`src/sv/vsa_pkg.sv`:
```
// shared constants for the two-class virtual channel switch allocator
// no dependencies
package vsa_pkg;

  // starvation counter and limit register width
  localparam int unsigned CNT_W = 8;

  // starvation limit after reset
  localparam logic [CNT_W-1:0] STARVE_LIMIT_RST = 8'd8;

endpackage

```
`src/sv/vsa_rr_pick.sv`:
```
// round-robin pick over one class of virtual channels
// standalone, no package use
module vsa_rr_pick #(
  parameter int unsigned N     = 4,
  parameter int unsigned PTR_W = 2
) (
  input  logic [N-1:0]     req,
  input  logic [PTR_W-1:0] ptr,
  output logic             found,
  output logic [PTR_W-1:0] pos
);

  logic [N-1:0]     req_hi;
  logic [PTR_W-1:0] pos_hi;
  logic [PTR_W-1:0] pos_lo;

  // requests at or above the pointer come first
  always_comb begin
    for (int i = 0; i < N; i++) begin
      req_hi[i] = req[i] && (i >= int'(ptr));
    end
  end

  // lowest set bit at or above the pointer, and lowest set bit over all requests
  always_comb begin
    pos_hi = '0;
    pos_lo = '0;
    for (int i = N - 1; i >= 0; i--) begin
      if (req_hi[i]) begin
        pos_hi = PTR_W'(i);
      end
      if (req[i]) begin
        pos_lo = PTR_W'(i);
      end
    end
  end

  assign found = |req;
  assign pos   = (|req_hi) ? pos_hi : pos_lo;

endmodule

```
`src/sv/vc_switch_allocator_two_class.sv`:
```
// two-class round-robin switch allocator for one router input port
// depends on vsa_pkg and vsa_rr_pick
//
//   channel | direction | contents
//   in_     | slave     | tdata: ready_mask, space_mask, tail_mask
//   out_    | master    | tdata: granted, granted_vc, release_vc; tuser: from_priority
//   cfg_    | write     | starve limit
//
// one transaction per cycle while the result is not stalled; the input register captures a transaction
// and the result register takes its grant when it advances, so out_tvalid rises once the result register loads
// pointers and starvation count update as each transaction moves into the result register
// reset (rst_n low, synchronous) clears pointers and count, limit returns to 8
// a stalled result holds; the input register still takes a transaction while it is empty,
// or while its content moves on into a draining or empty result register
module vc_switch_allocator_two_class #(
  parameter int unsigned NORMAL_VCS   = 4,
  parameter int unsigned PRIORITY_VCS = 2
) (
  input  logic                                  clk,
  input  logic                                  rst_n,
  // ready_mask, space_mask, tail_mask from bit 0 up, zero pad to bytes
  input  logic [((3*(NORMAL_VCS+PRIORITY_VCS)+7)/8)*8-1:0] in_tdata,
  input  logic                                  in_tvalid,
  output logic                                  in_tready,
  // granted, granted_vc, release_vc from bit 0 up, zero pad to bytes
  output logic [((2+$clog2(NORMAL_VCS+PRIORITY_VCS)+7)/8)*8-1:0] out_tdata,
  // from_priority
  output logic                                  out_tuser,
  output logic                                  out_tvalid,
  input  logic                                  out_tready,
  input  logic                                  cfg_we,
  input  logic [vsa_pkg::CNT_W-1:0]             cfg_wdata
);

  localparam int unsigned TOT_VCS = NORMAL_VCS + PRIORITY_VCS;
  localparam int unsigned VC_W    = $clog2(TOT_VCS);
  localparam int unsigned NP_W    = (NORMAL_VCS > 1) ? $clog2(NORMAL_VCS) : 1;
  localparam int unsigned PP_W    = (PRIORITY_VCS > 1) ? $clog2(PRIORITY_VCS) : 1;
  localparam int unsigned OUT_W   = ((2+VC_W+7)/8)*8;
  localparam int unsigned CW      = vsa_pkg::CNT_W;

  // input register
  logic               s1_valid_r;
  logic [TOT_VCS-1:0] ready_r, space_r, tail_r;

  // allocator state
  logic [NP_W-1:0] nrm_ptr_r, nrm_ptr_nxt;
  logic [PP_W-1:0] pri_ptr_r, pri_ptr_nxt;
  logic [CW-1:0]   cnt_r, cnt_nxt;
  logic [CW-1:0]   limit_r;

  // result register
  logic             out_valid_r;
  logic [OUT_W-1:0] out_tdata_r, out_tdata_nxt;
  logic             out_tuser_r, out_tuser_nxt;

  logic               advance;
  logic [TOT_VCS-1:0] elig;
  logic               nrm_found, pri_found;
  logic [NP_W-1:0]    nrm_pos;
  logic [PP_W-1:0]    pri_pos;
  logic               skip, win_first, win_pri, granted;
  logic [VC_W-1:0]    win_vc;
  logic               release_vc;

  // handshake
  assign advance   = s1_valid_r && (!out_valid_r || out_tready);
  assign in_tready = !s1_valid_r || advance;

  // capture transaction
  always_ff @(posedge clk) begin
    if (!rst_n) begin
      s1_valid_r <= 1'b0;
    end else if (in_tready) begin
      s1_valid_r <= in_tvalid;
    end
  end

  always_ff @(posedge clk) begin
    if (in_tready && in_tvalid) begin
      ready_r <= in_tdata[TOT_VCS-1:0];
      space_r <= in_tdata[2*TOT_VCS-1:TOT_VCS];
      tail_r  <= in_tdata[3*TOT_VCS-1:2*TOT_VCS];
    end
  end

  assign elig = ready_r & space_r;

  vsa_rr_pick #(.N(NORMAL_VCS), .PTR_W(NP_W)) u_nrm_pick (
    .req   (elig[NORMAL_VCS-1:0]),
    .ptr   (nrm_ptr_r),
    .found (nrm_found),
    .pos   (nrm_pos)
  );

  vsa_rr_pick #(.N(PRIORITY_VCS), .PTR_W(PP_W)) u_pri_pick (
    .req   (elig[TOT_VCS-1:NORMAL_VCS]),
    .ptr   (pri_ptr_r),
    .found (pri_found),
    .pos   (pri_pos)
  );

  // winner selection: priority first unless starved, then normal, then priority fallback
  assign skip      = (cnt_r == limit_r);
  assign win_first = !skip && pri_found;
  assign win_pri   = pri_found && (!skip || !nrm_found);
  assign granted   = pri_found || nrm_found;

  always_comb begin
    win_vc = '0;
    if (win_pri) begin
      win_vc = VC_W'(NORMAL_VCS) + VC_W'(pri_pos);
    end else if (nrm_found) begin
      win_vc = VC_W'(nrm_pos);
    end
  end

  assign release_vc = granted && tail_r[win_vc];

  // next state of pointers and starvation count
  always_comb begin
    nrm_ptr_nxt = nrm_ptr_r;
    pri_ptr_nxt = pri_ptr_r;
    cnt_nxt     = cnt_r;
    if (skip) begin
      cnt_nxt = '0;
    end else if (win_first) begin
      cnt_nxt = cnt_r + CW'(1);
    end
    if (win_pri) begin
      pri_ptr_nxt = (pri_ptr_r == PP_W'(PRIORITY_VCS - 1)) ? '0 : pri_ptr_r + PP_W'(1);
    end else if (nrm_found) begin
      nrm_ptr_nxt = (nrm_ptr_r == NP_W'(NORMAL_VCS - 1)) ? '0 : nrm_ptr_r + NP_W'(1);
    end
  end

  always_ff @(posedge clk) begin
    if (!rst_n) begin
      nrm_ptr_r <= '0;
      pri_ptr_r <= '0;
      cnt_r     <= '0;
    end else if (advance) begin
      nrm_ptr_r <= nrm_ptr_nxt;
      pri_ptr_r <= pri_ptr_nxt;
      cnt_r     <= cnt_nxt;
    end
  end

  // configuration register
  always_ff @(posedge clk) begin
    if (!rst_n) begin
      limit_r <= vsa_pkg::STARVE_LIMIT_RST;
    end else if (cfg_we) begin
      limit_r <= cfg_wdata;
    end
  end

  // result packing
  always_comb begin
    out_tdata_nxt             = '0;
    out_tdata_nxt[0]          = granted;
    out_tdata_nxt[VC_W:1]     = win_vc;
    out_tdata_nxt[VC_W+1]     = release_vc;
    out_tuser_nxt             = win_pri;
  end

  always_ff @(posedge clk) begin
    if (!rst_n) begin
      out_valid_r <= 1'b0;
    end else if (advance) begin
      out_valid_r <= 1'b1;
    end else if (out_tready) begin
      out_valid_r <= 1'b0;
    end
  end

  always_ff @(posedge clk) begin
    if (advance) begin
      out_tdata_r <= out_tdata_nxt;
      out_tuser_r <= out_tuser_nxt;
    end
  end

  assign out_tvalid = out_valid_r;
  assign out_tdata  = out_tdata_r;
  assign out_tuser  = out_tuser_r;

  // checks
  a_vc_range: assert property (@(posedge clk) disable iff (!rst_n)
    out_valid_r && out_tdata_r[0] |-> (int'(out_tdata_r[VC_W:1]) < TOT_VCS))
    else $error("granted vc out of range");

  a_prio_class: assert property (@(posedge clk) disable iff (!rst_n)
    out_valid_r && out_tuser_r |-> out_tdata_r[0]
      && (int'(out_tdata_r[VC_W:1]) >= NORMAL_VCS))
    else $error("priority flag on a non-priority winner");

  a_release_grant: assert property (@(posedge clk) disable iff (!rst_n)
    out_valid_r && out_tdata_r[VC_W+1] |-> out_tdata_r[0])
    else $error("release without grant");

  a_starve_clear: assert property (@(posedge clk) disable iff (!rst_n)
    advance && skip |=> cnt_r == '0)
    else $error("starvation count not cleared at limit");

  a_one_ptr_moves: assert property (@(posedge clk) disable iff (!rst_n)
    !(nrm_ptr_nxt != nrm_ptr_r && pri_ptr_nxt != pri_ptr_r))
    else $error("both class pointers advanced");

endmodule
```
`config.mk`:
```
export PLATFORM = sky130hd
export DESIGN_NAME = vc_switch_allocator_two_class
export DESIGN_NICKNAME = d
export VERILOG_FILES = /design/src/sv/vsa_pkg.sv /design/src/sv/vsa_rr_pick.sv /design/src/sv/vc_switch_allocator_two_class.sv
export SDC_FILE = /design/constraint.sdc
export NUM_CORES = 1
export LEC_CHECK = 0
export ABC_AREA = 1
export BUFFER_PORTS_ARGS = -buffer_cell sky130_fd_sc_hd__buf_2
export CAP_MARGIN = 20
export CORE_MARGIN = 1.5
export CORE_UTILIZATION = 50
export CTS_CLUSTER_DIAMETER = 100
export DETAILED_ROUTE_END_ITERATION = 16
export GPL_ROUTABILITY_DRIVEN = 1
export HOLD_SLACK_MARGIN = 0.1
export PLACE_DENSITY = 0.77
export SYNTH_ARGS = -nofsm -noshare
export SYNTH_HDL_FRONTEND = slang
export SYNTH_SLANG_ARGS = --single-unit
```
`constraint.sdc`:
```
create_clock -name clk -period 2.1 [get_ports clk]
set_input_delay 0.42 -clock clk [delete_from_list [all_inputs] [get_ports clk]]
set_output_delay 0.42 -clock clk [all_outputs]
set_load 0.02 [all_outputs]
```
# ---- Word-level counts from Yosys, hierarchy flattened
# Cells that the tools add are included.
# W data, S select, Z words.
dict set report word_totals {
  reg_bits 45
}
dict set report op_classes {
  n_addsub 4
  bitwise 2
  eq_ne 2
  n_mux 22
  reduce_logical 26
  n_lt_le_gt_ge 5
}
# op n
set ops {}
lappend ops {{$mux W2} 10}
lappend ops {{$mux W8} 2}
lappend ops {{$logic_and A1 B1 Y1} 9}
lappend ops {{$add A8 B1 Y8 const B} 1}
lappend ops {{$eq A8 B8 Y1} 1}
lappend ops {{$mux W1} 8}
lappend ops {{$reduce_or A4 Y1} 2}
lappend ops {{$and A6 B6 Y6} 1}
lappend ops {{$ge A1 B2 Y1 const A} 2}
lappend ops {{$logic_not A1 Y1} 4}
lappend ops {{$logic_or A1 B1 Y1} 4}
lappend ops {{$lt A3 B4 Y1 const B} 1}
lappend ops {{$reduce_and A2 Y1} 2}
lappend ops {{$reduce_bool A2 Y1} 2}
lappend ops {{$reduce_or A2 Y1} 2}
lappend ops {{$add A3 B1 Y3 const A} 1}
lappend ops {{$bmux W1 S3} 1}
lappend ops {{$mux W3} 1}
lappend ops {{$reduce_and A3 Y1} 1}
lappend ops {{$add A2 B1 Y2 const B} 1}
lappend ops {{$eq A2 B2 Y1 const B} 1}
lappend ops {{$ge A2 B2 Y1 const A} 1}
lappend ops {{$add A1 B1 Y1 const B} 1}
lappend ops {{$ge A1 B1 Y1 const A} 1}
lappend ops {{$not A1 Y1} 1}

# ---- Logic depth before layout (Yosys ltp)
# Gate-level depths: netlist of the first run.
dict set report depth {
  word_depth 11
  ltp_mapped 13
  mapped_depth_nobuf 13
}

# ---- By module
# A second synthesis of the first run with hierarchy kept.
dict set report unflattened {
  cells_unflattened 229
  area_unflattened_um2 2044.5
}
# mod cells_each n_inst area_each_um2
set modules_own_cells {}
lappend modules_own_cells {vc_switch_allocator_two_class 201 1 1923.1}
lappend modules_own_cells {{vsa_rr_pick at u_nrm_pick} 24 1 102.6}
lappend modules_own_cells {{vsa_rr_pick at u_pri_pick} 4 1 18.8}

# ---- Least setup slack after synthesis of the first run
# OpenSTA, ideal clock, no wires.
dict set report synth_path {
  kind {register -> register}
  from {reg nrm_ptr_r[1]}
  to {reg out_tdata_r[4], in the netlist out_tdata[4], data pin}
  period_less_slack_ns 1.614
  path_stages_with_launch 11
  arrival_time_ns 1.357
  slack_ns 0.486
  cell_sequence {dfxtp_1 inv_1 ha_1 o21ai_0 nand2_1 inv_1 nand3_1 nor2_8 nand3_1 nand2_1 a21oi_1}
}
dict set report synth_between {
  elab_chain_cells 11
  word_cells_on_any_way 16
  cone_classes {3 x order compare; 8 x mux; 5 x reduce/logical}
}
# element line
set synth_lines {}
lappend synth_lines {{from (decl)} vc_switch_allocator_two_class.sv:47} ;# logic [NP_W-1:0] nrm_ptr_r, nrm_ptr_nxt;
lappend synth_lines {{from (signal assigned)} vc_switch_allocator_two_class.sv:143} ;# nrm_ptr_r <= nrm_ptr_nxt;
lappend synth_lines {{$ge A2 B2 Y1} vsa_rr_pick.sv:20} ;# req_hi[i] = req[i] && (i >= int'(ptr));
lappend synth_lines {{$logic_and A1 B1 Y1} vsa_rr_pick.sv:20}
lappend synth_lines {{$mux W2 (3 in series)} vsa_rr_pick.sv:29} ;# if (req_hi[i]) begin
lappend synth_lines {{$mux W2 *} vsa_rr_pick.sv:39} ;# assign pos = (|req_hi) ? pos_hi : pos_lo;
lappend synth_lines {{$mux W2 *} vc_switch_allocator_two_class.sv:113} ;# end else if (nrm_found) begin
lappend synth_lines {{$mux W3 *} vc_switch_allocator_two_class.sv:111} ;# if (win_pri) begin
lappend synth_lines {{net win_vc[1]} vc_switch_allocator_two_class.sv:63} ;# logic [VC_W-1:0] win_vc;
lappend synth_lines {{$bmux W1 S3 *} vc_switch_allocator_two_class.sv:118} ;# assign release_vc = granted && tail_r[win_vc];
lappend synth_lines {{$mux W1 (not written as such) *} vc_switch_allocator_two_class.sv:118}
lappend synth_lines {{$logic_and A1 B1 Y1 *} vc_switch_allocator_two_class.sv:118}
lappend synth_lines {{net release_vc} vc_switch_allocator_two_class.sv:64} ;# logic release_vc;
lappend synth_lines {{to (signal assigned)} vc_switch_allocator_two_class.sv:179} ;# out_tdata_r <= out_tdata_nxt;
lappend synth_lines {{to (decl)} vc_switch_allocator_two_class.sv:54} ;# logic [OUT_W-1:0] out_tdata_r, out_tdata_nxt;
# Mark *: on every way through the listed nets, which the timed path passes. The rest lies on a longest branch. The select of a mux whose other input is x is not followed.
# A chain may end at the register's enable or synchronous reset.

# ---- Final worst setup path of the first run
dict set report layout_path {
  from {reg cnt_r[2]}
  to {reg out_tdata_r[4], in the netlist out_tdata[4], data pin}
}
dict set report layout_between {
  elab_chain_cells 8
}
# element line
set layout_lines {}
lappend layout_lines {{from (decl)} vc_switch_allocator_two_class.sv:49} ;# logic [CW-1:0] cnt_r, cnt_nxt;
lappend layout_lines {{from (signal assigned)} vc_switch_allocator_two_class.sv:145} ;# cnt_r <= cnt_nxt;
lappend layout_lines {{$eq A8 B8 Y1} vc_switch_allocator_two_class.sv:104} ;# assign skip = (cnt_r == limit_r);
lappend layout_lines {{$logic_not A1 Y1} vc_switch_allocator_two_class.sv:106} ;# assign win_pri = pri_found && (!skip || !nrm_found);
lappend layout_lines {{$logic_or A1 B1 Y1} vc_switch_allocator_two_class.sv:106}
lappend layout_lines {{$logic_and A1 B1 Y1} vc_switch_allocator_two_class.sv:106}
lappend layout_lines {{$mux W3} vc_switch_allocator_two_class.sv:111}
lappend layout_lines {{$bmux W1 S3} vc_switch_allocator_two_class.sv:118}
lappend layout_lines {{$mux W1 (not written as such)} vc_switch_allocator_two_class.sv:118}
lappend layout_lines {{$logic_and A1 B1 Y1} vc_switch_allocator_two_class.sv:118}
lappend layout_lines {{net release_vc} vc_switch_allocator_two_class.sv:64}
# The timed path passes the listed nets, and every way through them passes these cells. The select of a mux whose other input is x is not followed.

==> flow_summary.toml, run 1 <==
[run_status]
outcome = "completed"

[flow_run]
drv_cap = 0

[clocking]
cts_hold_buf = 0
cts-resized-gates = 0
clk_pin_slew_worst_paths_ps = 80
numCtsBuffers = 5
cts.path.max_buffers = 2
htree_levels = 2
cts_root_buffer = "clkbuf_8"
clk_latency_ps = 290
cts.sinks = 44
cts_setup_buffers = 0
cts_tree = "done"

[yosys]
synth_common_cells = "nand2_1, edfxtp_1, inv_1, dfxtp_1, nor2_1"
ys.warnings.count = 0
synth_top_cell_by_area = "edfxtp_1"
yosysTopAreaCellShare_pct = 33.9
synth_area_sq_mm = 0.00204
synth_flop_cell = "edfxtp_1"
synth_edf_count = 23
synth_cell_types = 28
ys_seq_elements = 44
syn_inst = 218
avgSynthCellArea_sq_um = 9.35
ys_top_cells_by_area = "edfxtp_1, dfxtp_1, nand2_1"
synth.most_common_cell = "nand2_1"
synth_seq_area_share_pct = 54.5
async_flop_share_pct = 0

[power_and_ir_drop]
vdd_drop_max_v = 0.000464
cellLeakagePower_nw = 1.03
powerDensity_mw_per_mm2 = 716

[critical_path]
start_kind = "flop"
crit_chain = "xnor2_1 > nand2_1 > nor2_2 > nand3_4 > nand2_4 > nand2_1 > nand3_1 > nand3_2 > nand2_1 > a21oi_1"
end_kind = "flop"
crit_top_cell = "nand2_1"
crit_fanout = 6
critPathRequiredTime_ps = 2150
max_stage_delay_ps = 460
worstSetupPathType = "flop to flop"
crit_slowest_cell = "dfxtp_1"
arrival_ps = 1880

[timing]
finalCriticalPeriod_ps = 1830
hold_viol = 0
fin_setup_tns_ps = 0
fin_worst_skew_ps = 10.2
fmaxAchievable_mhz = 546
slew_viol_final = 0
setup_viol = 0
rsz0062_at_grt = "false"
finalCritPeriodShare_pct = 87.2

[global_route]
antenna_found_initial = 0
grt_util_all_layers_pct = 16.9
grt_pass1_wl_mm = 5.60
grt_overflow_total = 0
grt_pass1_vias = 1394
grt_max_degree = 19

[detailed_routing]
vias = 1516
drt-pass1-iter-count = 4
routed_via_density = 4.86
drc = 0
wl_per_cell_um = 10.9
wl_mm = 3.39
wl_met2_mm = 1.58
first_iter_violations = 70
drtAntennaViolNets = 0
routed.top_layer = "met4"
wl_met1_mm = 1.58
met3_length_um = 164

[placement]
gp_congestion = 0.828
place_area_sq_mm = 0.00228
place_hpwl_mm = 2.62
placed_cells = 304
numPortBuffers = 38

[finish]
finalNonFillerCells = 312
drive_above_1_share_pct = 24.8
nFillCells = 347
areaGrowthSynthToFinish_pct = 15.6
diodes = 0
fin_nets = 303
stdcell_area_sq_mm = 0.00236

[floorplan]
num_rows = 23
core-area_sq_mm = 0.00397
fp.dieArea_sq_mm = 0.00447
die_h_um = 66.8
start_util_pct = 51.3
io_pins = 48
die_w_um = 66.8

[hold_path]
hp-class = "input pin to flop"
-- state kept, by name (all words and copies together), names as in the netlist --
register    flops
nrm_ptr_r       2
out_tdata       5
s1_valid_r      1
out_tvalid      1
ready_r         6
cnt_r           8
limit_r         8
tail_r          6
space_r         6
pri_ptr_r       1
-- worst max-delay path: cells and delay by family (launching register included) --
| family | cells | cell delay, ps |
|---|---|---|
| compound gates | 1 | 50 |
| xor+xnor | 1 | 150 |
| simple gates | 8 | 930 |
| flops | 1 | 460 |
-- report_power, final --
part           switching, mW  internal [mW]  total (mW)
Combinational          0.138         0.0817       0.220
Clock                  0.261          0.231       0.492
Sequential            0.0202          0.954       0.974
-- routing by layer --
| metal | vias to the layer above | GRT usage, % |
|---|---|---|
| met5 | - | 0 |
| met4 | 0 | 8.16 |
| met3 | 5 | 4.73 |
| met2 | 34 | 28.7 |
| met1 | 684 | 19.6 |
| li1 | 793 | - |
-- per-stage QoR --
stage	util (%)	setup slack, ps	power [mW]	hold WS, ps
floorplan	-	486	1.15	448
global placement	57.3	331	1.21	461
detailed placement	57.3	283	1.22	469
CTS	59.3	256	1.70	291
global route	59.3	65.8	1.76	283
finish	59.3	269	1.69	298
-- cells in the final DEF, fill, tap and decap left out --
master	Yosys	routed
nor2_1	19	19
xnor2_1	6	6
nor3b_1	1	1
a211oi_1	1	1
ha_1	5	5
buf_2	0	38
and3_2	1	1
nand4_1	2	2
o21ai_0	11	11
nand3_1	15	15
edfxtp_1	23	23
xor2_1	3	3
nor2_4	2	2
clkbuf_1	2	2
nand3_2	4	4
o21ai_2	1	1
nand3_4	1	1
inv_4	1	1
clkbuf_8	0	5
nand2_4	2	2
nor3_1	4	4
inv_1	22	22
nand2_1	43	43
buf_4	4	2
nor2_2	2	2
nor2_8	1	1
clkinv_1	0	1
conb_1	1	3
dfxtp_1	21	21
a21oi_1	15	15
inv_2	5	5
-- path summary, 6_finish.rpt --
kind,from,end,slack (ps),cells after the start
min reg2reg,limit_r[5],limit_r[5],480,2
max,cnt_r[2],out_tdata[4],270,10
max reg2reg,cnt_r[2],out_tdata[4],270,10
min,in_tdata[14],tail_r[2],300,1
-- cell families after synthesis --
group / count (synthesis) / share of synthesized area (%)
adder cells (fa/ha/maj): 5 / 3.07
XOR/XNOR: 9 / 3.87
AO/OA/AOI/OAI: 28 / 7.18
other: 1 / 0.184
flip-flops: 44 / 54.5
AND/OR/NAND/NOR: 97 / 24.1
buffers and inverters: 34 / 7.12
-- layout make-up --
cell class | instances | area [sq um] | area share, %
tap | 50 | 62.6 | 2.66
clock inverter | 1 | 3.75 | 0.159
timing repair buffer | 40 | 205 | 8.71
inverter | 28 | 108 | 4.57
sequential | 44 | 1110 | 47.2
clock buffer | 7 | 76.3 | 3.24
multi-input combinational | 142 | 790 | 33.5
Note: power is estimated with default switching activity, not from simulation.
==> inputs of run 2 (changes only) <==
--- a/config.mk
+++ b/config.mk
@@ -14,6 +14,7 @@
 export DETAILED_ROUTE_END_ITERATION = 16
 export GPL_ROUTABILITY_DRIVEN = 1
 export HOLD_SLACK_MARGIN = 0.1
+export MAX_ROUTING_LAYER = met4
 export PLACE_DENSITY = 0.77
 export SYNTH_ARGS = -nofsm -noshare
 export SYNTH_HDL_FRONTEND = slang
==> constraint.sdc (replaced) <==
create_clock -name clk -period 2.3 [get_ports clk]
set_input_delay 0.46 -clock clk [delete_from_list [all_inputs] [get_ports clk]]
set_output_delay 0.46 -clock clk [all_outputs]
set_load 0.02 [all_outputs]
==> flow_summary.toml, run 2 (synthesis gave the netlist of run 1 again) <==
[run_status]
outcome = "completed"

[finish]
areaGrowthSynthToFinish_pct = 15.1
fin_nets = 301
seq_area_sq_mm = 0.00111
utilization_pct = 59.1
diodes = 0
nFillCells = 351
most-common-layout-cells = "nand2_1, buf_2, edfxtp_1"
multi_input_area_sq_um = 790
drive_above_1_share_pct = 24.6
reg.largest.list = "cnt_r: 8 flops, limit_r: 8 flops"
layout_commonest_cell = "nand2_1"

[clocking]
cts_tree = "done"
cts_hold_buf = 0
htree_levels = 2
clk_pin_slew_worst_paths_ps = 80
cts.path.max_buffers = 2
numCtsBuffers = 5
cts.sinks = 44
clk_latency_ps = 290
cts_root_buffer = "clkbuf_8"
cts-resized-gates = 0
cts_setup_buffers = 0

[global_route]
grt_util_all_layers_pct = 17.2
antenna_found_initial = 0
grt_pass1_vias = 1337
grt_pass1_wl_mm = 5.55
grt_overflow_total = 0
grt_max_degree = 19

[power_and_ir_drop]
clkPwrFrac_pct = 30.0
power_frac_comb_pct = 12.7
vdd_drop_max_v = 0.000348
intPower_mw = 1.16
p_total_mw = 1.55
swShare_pct = 25.3
switchingPower_mw = 0.393
cellLeakagePower_nw = 1.03
powerDensity_mw_per_mm2 = 662
pwr-share-seq_pct = 57.3

[floorplan]
die_h_um = 66.8
num_rows = 23
io_pins = 48
die_w_um = 66.8
start_util_pct = 51.3
core-area_sq_mm = 0.00397
fp.dieArea_sq_mm = 0.00447

[timing]
setup_slack_ps = 457
finalCritPeriodShare_pct = 80.1
worst_slew_pin_slew_ps = 669
fin_worst_skew_ps = 9.21
finalCriticalPeriod_ps = 1840
setup_viol = 0
fmaxAchievable_mhz = 543
slew_viol_final = 0
hold_viol = 0
rsz0062_at_grt = "false"
fin_setup_tns_ps = 0
relSlewSlack_pct = 55.4

[critical_path]
start_kind = "flop"
r2r-end = "out_tdata[4]"
arrival_ps = 1900
worstSetupPathType = "flop to flop"
end_kind = "flop"
critPathRequiredTime_ps = 2360
r2r_cells = 10
crit_fanout = 6
r2r_slack_ps = 460
worstReg2RegStart = "cnt_r[6]"

[placement]
gp_congestion = 0.847
place_hpwl_mm = 2.57
pre_cts_ws_ps = 467
numPortBuffers = 38

[flow_run]
drv_cap = 0

[hold_path]
whs_endpoint = "tail_r[0]"
min_path_cells = 1
min-delay-start = "in_tdata[12]"
hp-class = "input pin to flop"

[detailed_routing]
drt-pass1-iter-count = 4
drc = 0
wl_mm = 3.40
first_iter_violations = 43
routed_via_density = 4.87
drtAntennaViolNets = 0
vias = 1510
wl_per_cell_um = 11.0
-- run 2: cell count changes in the layout (fill, tap and decap cells not counted), sizes merged --
cell  previous run  this run
buf             40        38
-- run 2: critical path, cell delays in order, from the launching register on --
cell	delay, ps
dfxtp_1	440
xnor2_1	150
nand2_1	80
nor2_2	250
nand3_4	150
nand2_4	130
nand2_1	120
nand3_1	110
nand3_2	60
nand2_1	60
a21oi_1	50
-- run 2: power by group through the flow --
stage	clock (mW)	sequential, mW	combinational, mW
6_report	0.466	0.891	0.197
5_1_grt	0.507	0.896	0.220
4_1_cts	0.479	0.891	0.198
3_5_place_dp	0	0.909	0.196
3_3_place_gp	0	0.906	0.191
2_1_floorplan	0	0.912	0.138
-- run 2: per-layer routing --
metal / wire length (um) / vias to the layer above / share of wire (%) / global-route usage [%]
met5: 0 / - / 0 / -
met4: 57 / 0 / 1.7 / 6.12
met3: 162 / 7 / 4.8 / 5.07
met2: 1610 / 38 / 47 / 28.6
met1: 1570 / 680 / 46 / 19.9
li1: - / 785 / - / -
-- run 2: through the flow --
step	std cells	area (sq um)	hold slack (ps)
2_1_floorplan	220	2050	448
3_3_place_gp	302	2260	460
3_5_place_dp	302	2260	470
4_1_cts	310	2350	329
5_1_grt	310	2350	323
6_report	310	2350	334
-- run 2: how the worst max path moves through the flow --
stage | start | end | cells past startpoint
after floorplan | nrm_ptr_r[1] | out_tdata[4] | 10
after CTS | cnt_r[6] | out_tdata[4] | 10
final | cnt_r[6] | out_tdata[4] | 10
after detailed placement | out_tready | cnt_r[5] | 11
after global placement | out_tready | cnt_r[5] | 11
after global routing | nrm_ptr_r[1] | out_tdata[4] | 12
-- run 2: area by class of cell --
cell class,count,share of cell area [%]
Clock buffer,7,3.25
Clock inverter,1,0.373
Sequential cell,44,47.4
Tap cell,50,2.67
Inverter,28,4.59
Multi-Input combinational cell,142,33.7
Timing Repair Buffer,38,8.11
==> inputs of run 3 (changes only) <==
--- a/config.mk
+++ b/config.mk
@@ -9,7 +9,7 @@
 export BUFFER_PORTS_ARGS = -buffer_cell sky130_fd_sc_hd__buf_2
 export CAP_MARGIN = 20
 export CORE_MARGIN = 1.5
-export CORE_UTILIZATION = 50
+export CORE_UTILIZATION = 48
 export CTS_CLUSTER_DIAMETER = 100
 export DETAILED_ROUTE_END_ITERATION = 16
 export GPL_ROUTABILITY_DRIVEN = 1
==> constraint.sdc (replaced) <==
create_clock -name clk -period 1.52 [get_ports clk]
set_input_delay 0.304 -clock clk [delete_from_list [all_inputs] [get_ports clk]]
set_output_delay 0.304 -clock clk [all_outputs]
set_load 0.02 [all_outputs]
==> flow_summary.toml, run 3 (synthesis gave the netlist of run 1 again) <==
[run_status]
outcome = "complete, but fails checks"
violations = "negative setup slack"

[clocking]
cts_hold_buf = 0
htree_levels = 2
cts_tree = "done"
clk_pin_slew_worst_paths_ps = 80
cts.path.max_buffers = 2
clk_latency_ps = 300
cts_root_buffer = "clkbuf_8"
cts.sinks = 44
numCtsBuffers = 5

[critical_path]
r2r-end = "out_tdata[4]"
r2r_slack_ps = -130
critPathRequiredTime_ps = 1580
worstSetupPathType = "flop to flop"
start_kind = "flop"
critPathLaunch = "cnt_r[3]"
worstSetupEndpoint = "out_tdata[4]"
arrival_ps = 1710
r2r_cells = 10
crit_fanout = 6
end_kind = "flop"
worstReg2RegStart = "cnt_r[3]"

[detailed_routing]
vias = 1658
routed_via_density = 4.83
first_iter_violations = 71
wl_mm = 4.11
drtAntennaViolNets = 0
drt-pass1-iter-count = 4
wl_per_cell_um = 12.0
drc = 0

[timing]
rsz0062_at_grt = "true"
slew_viol_final = 0
fin_worst_skew_ps = 5.64
setup_slack_ps = -126
finalCritPeriodShare_pct = 108
fin_setup_tns_ps = -577
hold_viol = 0
fmaxAchievable_mhz = 608
finalCriticalPeriod_ps = 1650
setup_viol = 8

[hold_path]
min_path_cells = 1
hp-class = "input pin to flop"

[floorplan]
die_h_um = 68.2
core-area_sq_mm = 0.00403
fp.dieArea_sq_mm = 0.00465
io_pins = 48
die_w_um = 68.2
num_rows = 23
start_util_pct = 50.6

[global_route]
grt_pass1_wl_mm = 6.29
antenna_found_initial = 0
grt_overflow_total = 0
grt_pass1_vias = 1486
grt_max_degree = 19
grt_util_all_layers_pct = 19.1

[finish]
nFillCells = 304
layout_commonest_cell = "buf_2"
fin_nets = 334
drive_above_1_share_pct = 47.4
diodes = 0
reg.largest.list = "cnt_r: 8 flops, limit_r: 8 flops"
areaGrowthSynthToFinish_pct = 37.7
finalNonFillerCells = 343
most-common-layout-cells = "buf_2, nand2_1, buf_4"

[placement]
placed_cells = 328
gp_congestion = 0.821
numPortBuffers = 38
place_hpwl_mm = 2.69

[power_and_ir_drop]
power_frac_comb_pct = 16.6
switchingPower_mw = 0.658
intPower_mw = 1.94
cellLeakagePower_nw = 1.25
powerDensity_mw_per_mm2 = 926
pwr-share-seq_pct = 52.1
vdd_drop_max_v = 0.000575
clkPwrFrac_pct = 31.3
swShare_pct = 25.3

[flow_run]
drv_cap = 0
## run 3: what timing repair did
action,CTS,global route
resized for setup,26,21
endpoints found under the setup margin,6,11
pin swaps,12,13
cloned,0,0
setup buffers,4,3
## run 3: worst max-delay path: stages (launching register included)
cell	delay, ps
dfxtp_2	350
xnor2_2	150
nand2_1	110
nor2_4	180
nand3_4	140
nand2_8	130
nand2_2	80
nand3_2	70
nand3_2	90
nand2_2	80
a21oi_2	40
## run 3: area by class of cell
cell class | count | area [sq um] | area share, %
Clock buffer | 7 | 98.8 | 3.52
Clock inverter | 1 | 5.00 | 0.178
Inverter | 28 | 108 | 3.83
Multi-Input combinational cell | 142 | 951 | 33.9
Sequential cell | 44 | 1130 | 40.2
Tap cell | 50 | 62.6 | 2.23
Timing Repair Buffer | 71 | 454 | 16.2
## run 3: worst min path at each step
stage | from | end | slack, ps
3_3_place_gp | limit_r[3] | limit_r[3] | 470
4_1_cts | in_tdata[5] | ready_r[5] | 170
5_1_grt | in_tdata[5] | ready_r[5] | 150
2_1_floorplan | in_tdata[0] | ready_r[0] | 400
3_5_place_dp | limit_r[3] | limit_r[3] | 460
6_report | in_tdata[5] | ready_r[5] | 180
## run 3: power groups by stage
stage | Sequential [mW] | Clock [mW] | Combinational (mW)
2_1_floorplan | 1.38 | 0 | 0.214
3_3_place_gp | 1.37 | 0 | 0.345
3_5_place_dp | 1.37 | 0 | 0.354
4_1_cts | 1.35 | 0.838 | 0.394
5_1_grt | 1.36 | 0.889 | 0.474
6_report | 1.35 | 0.815 | 0.431
## run 3: layer usage
metal	routed length, um	vias to the layer above	track usage, %	share of wire (%)
met5	0	-	-	0
met4	70	0	8.25	1.7
met3	116	6	4.44	2.8
met2	2140	32	31.8	52
met1	1780	766	21.9	43
li1	-	854	-	-
## run 3: through the flow
| step | instance area (sq um) | setup slack (ps) | hold WS, ps | power [mW] | util, % |
|---|---|---|---|---|---|
| 2_1_floorplan | 2060 | 3.71 | 403 | 1.59 | - |
| 3_3_place_gp | 2480 | -92.7 | 468 | 1.72 | 61.6 |
| 3_5_place_dp | 2480 | -154 | 463 | 1.73 | 61.6 |
| 4_1_cts | 2690 | -73.9 | 167 | 2.58 | 66.8 |
| 5_1_grt | 2810 | -206 | 155 | 2.72 | 69.7 |
| 6_report | 2810 | -126 | 176 | 2.60 | 69.7 |
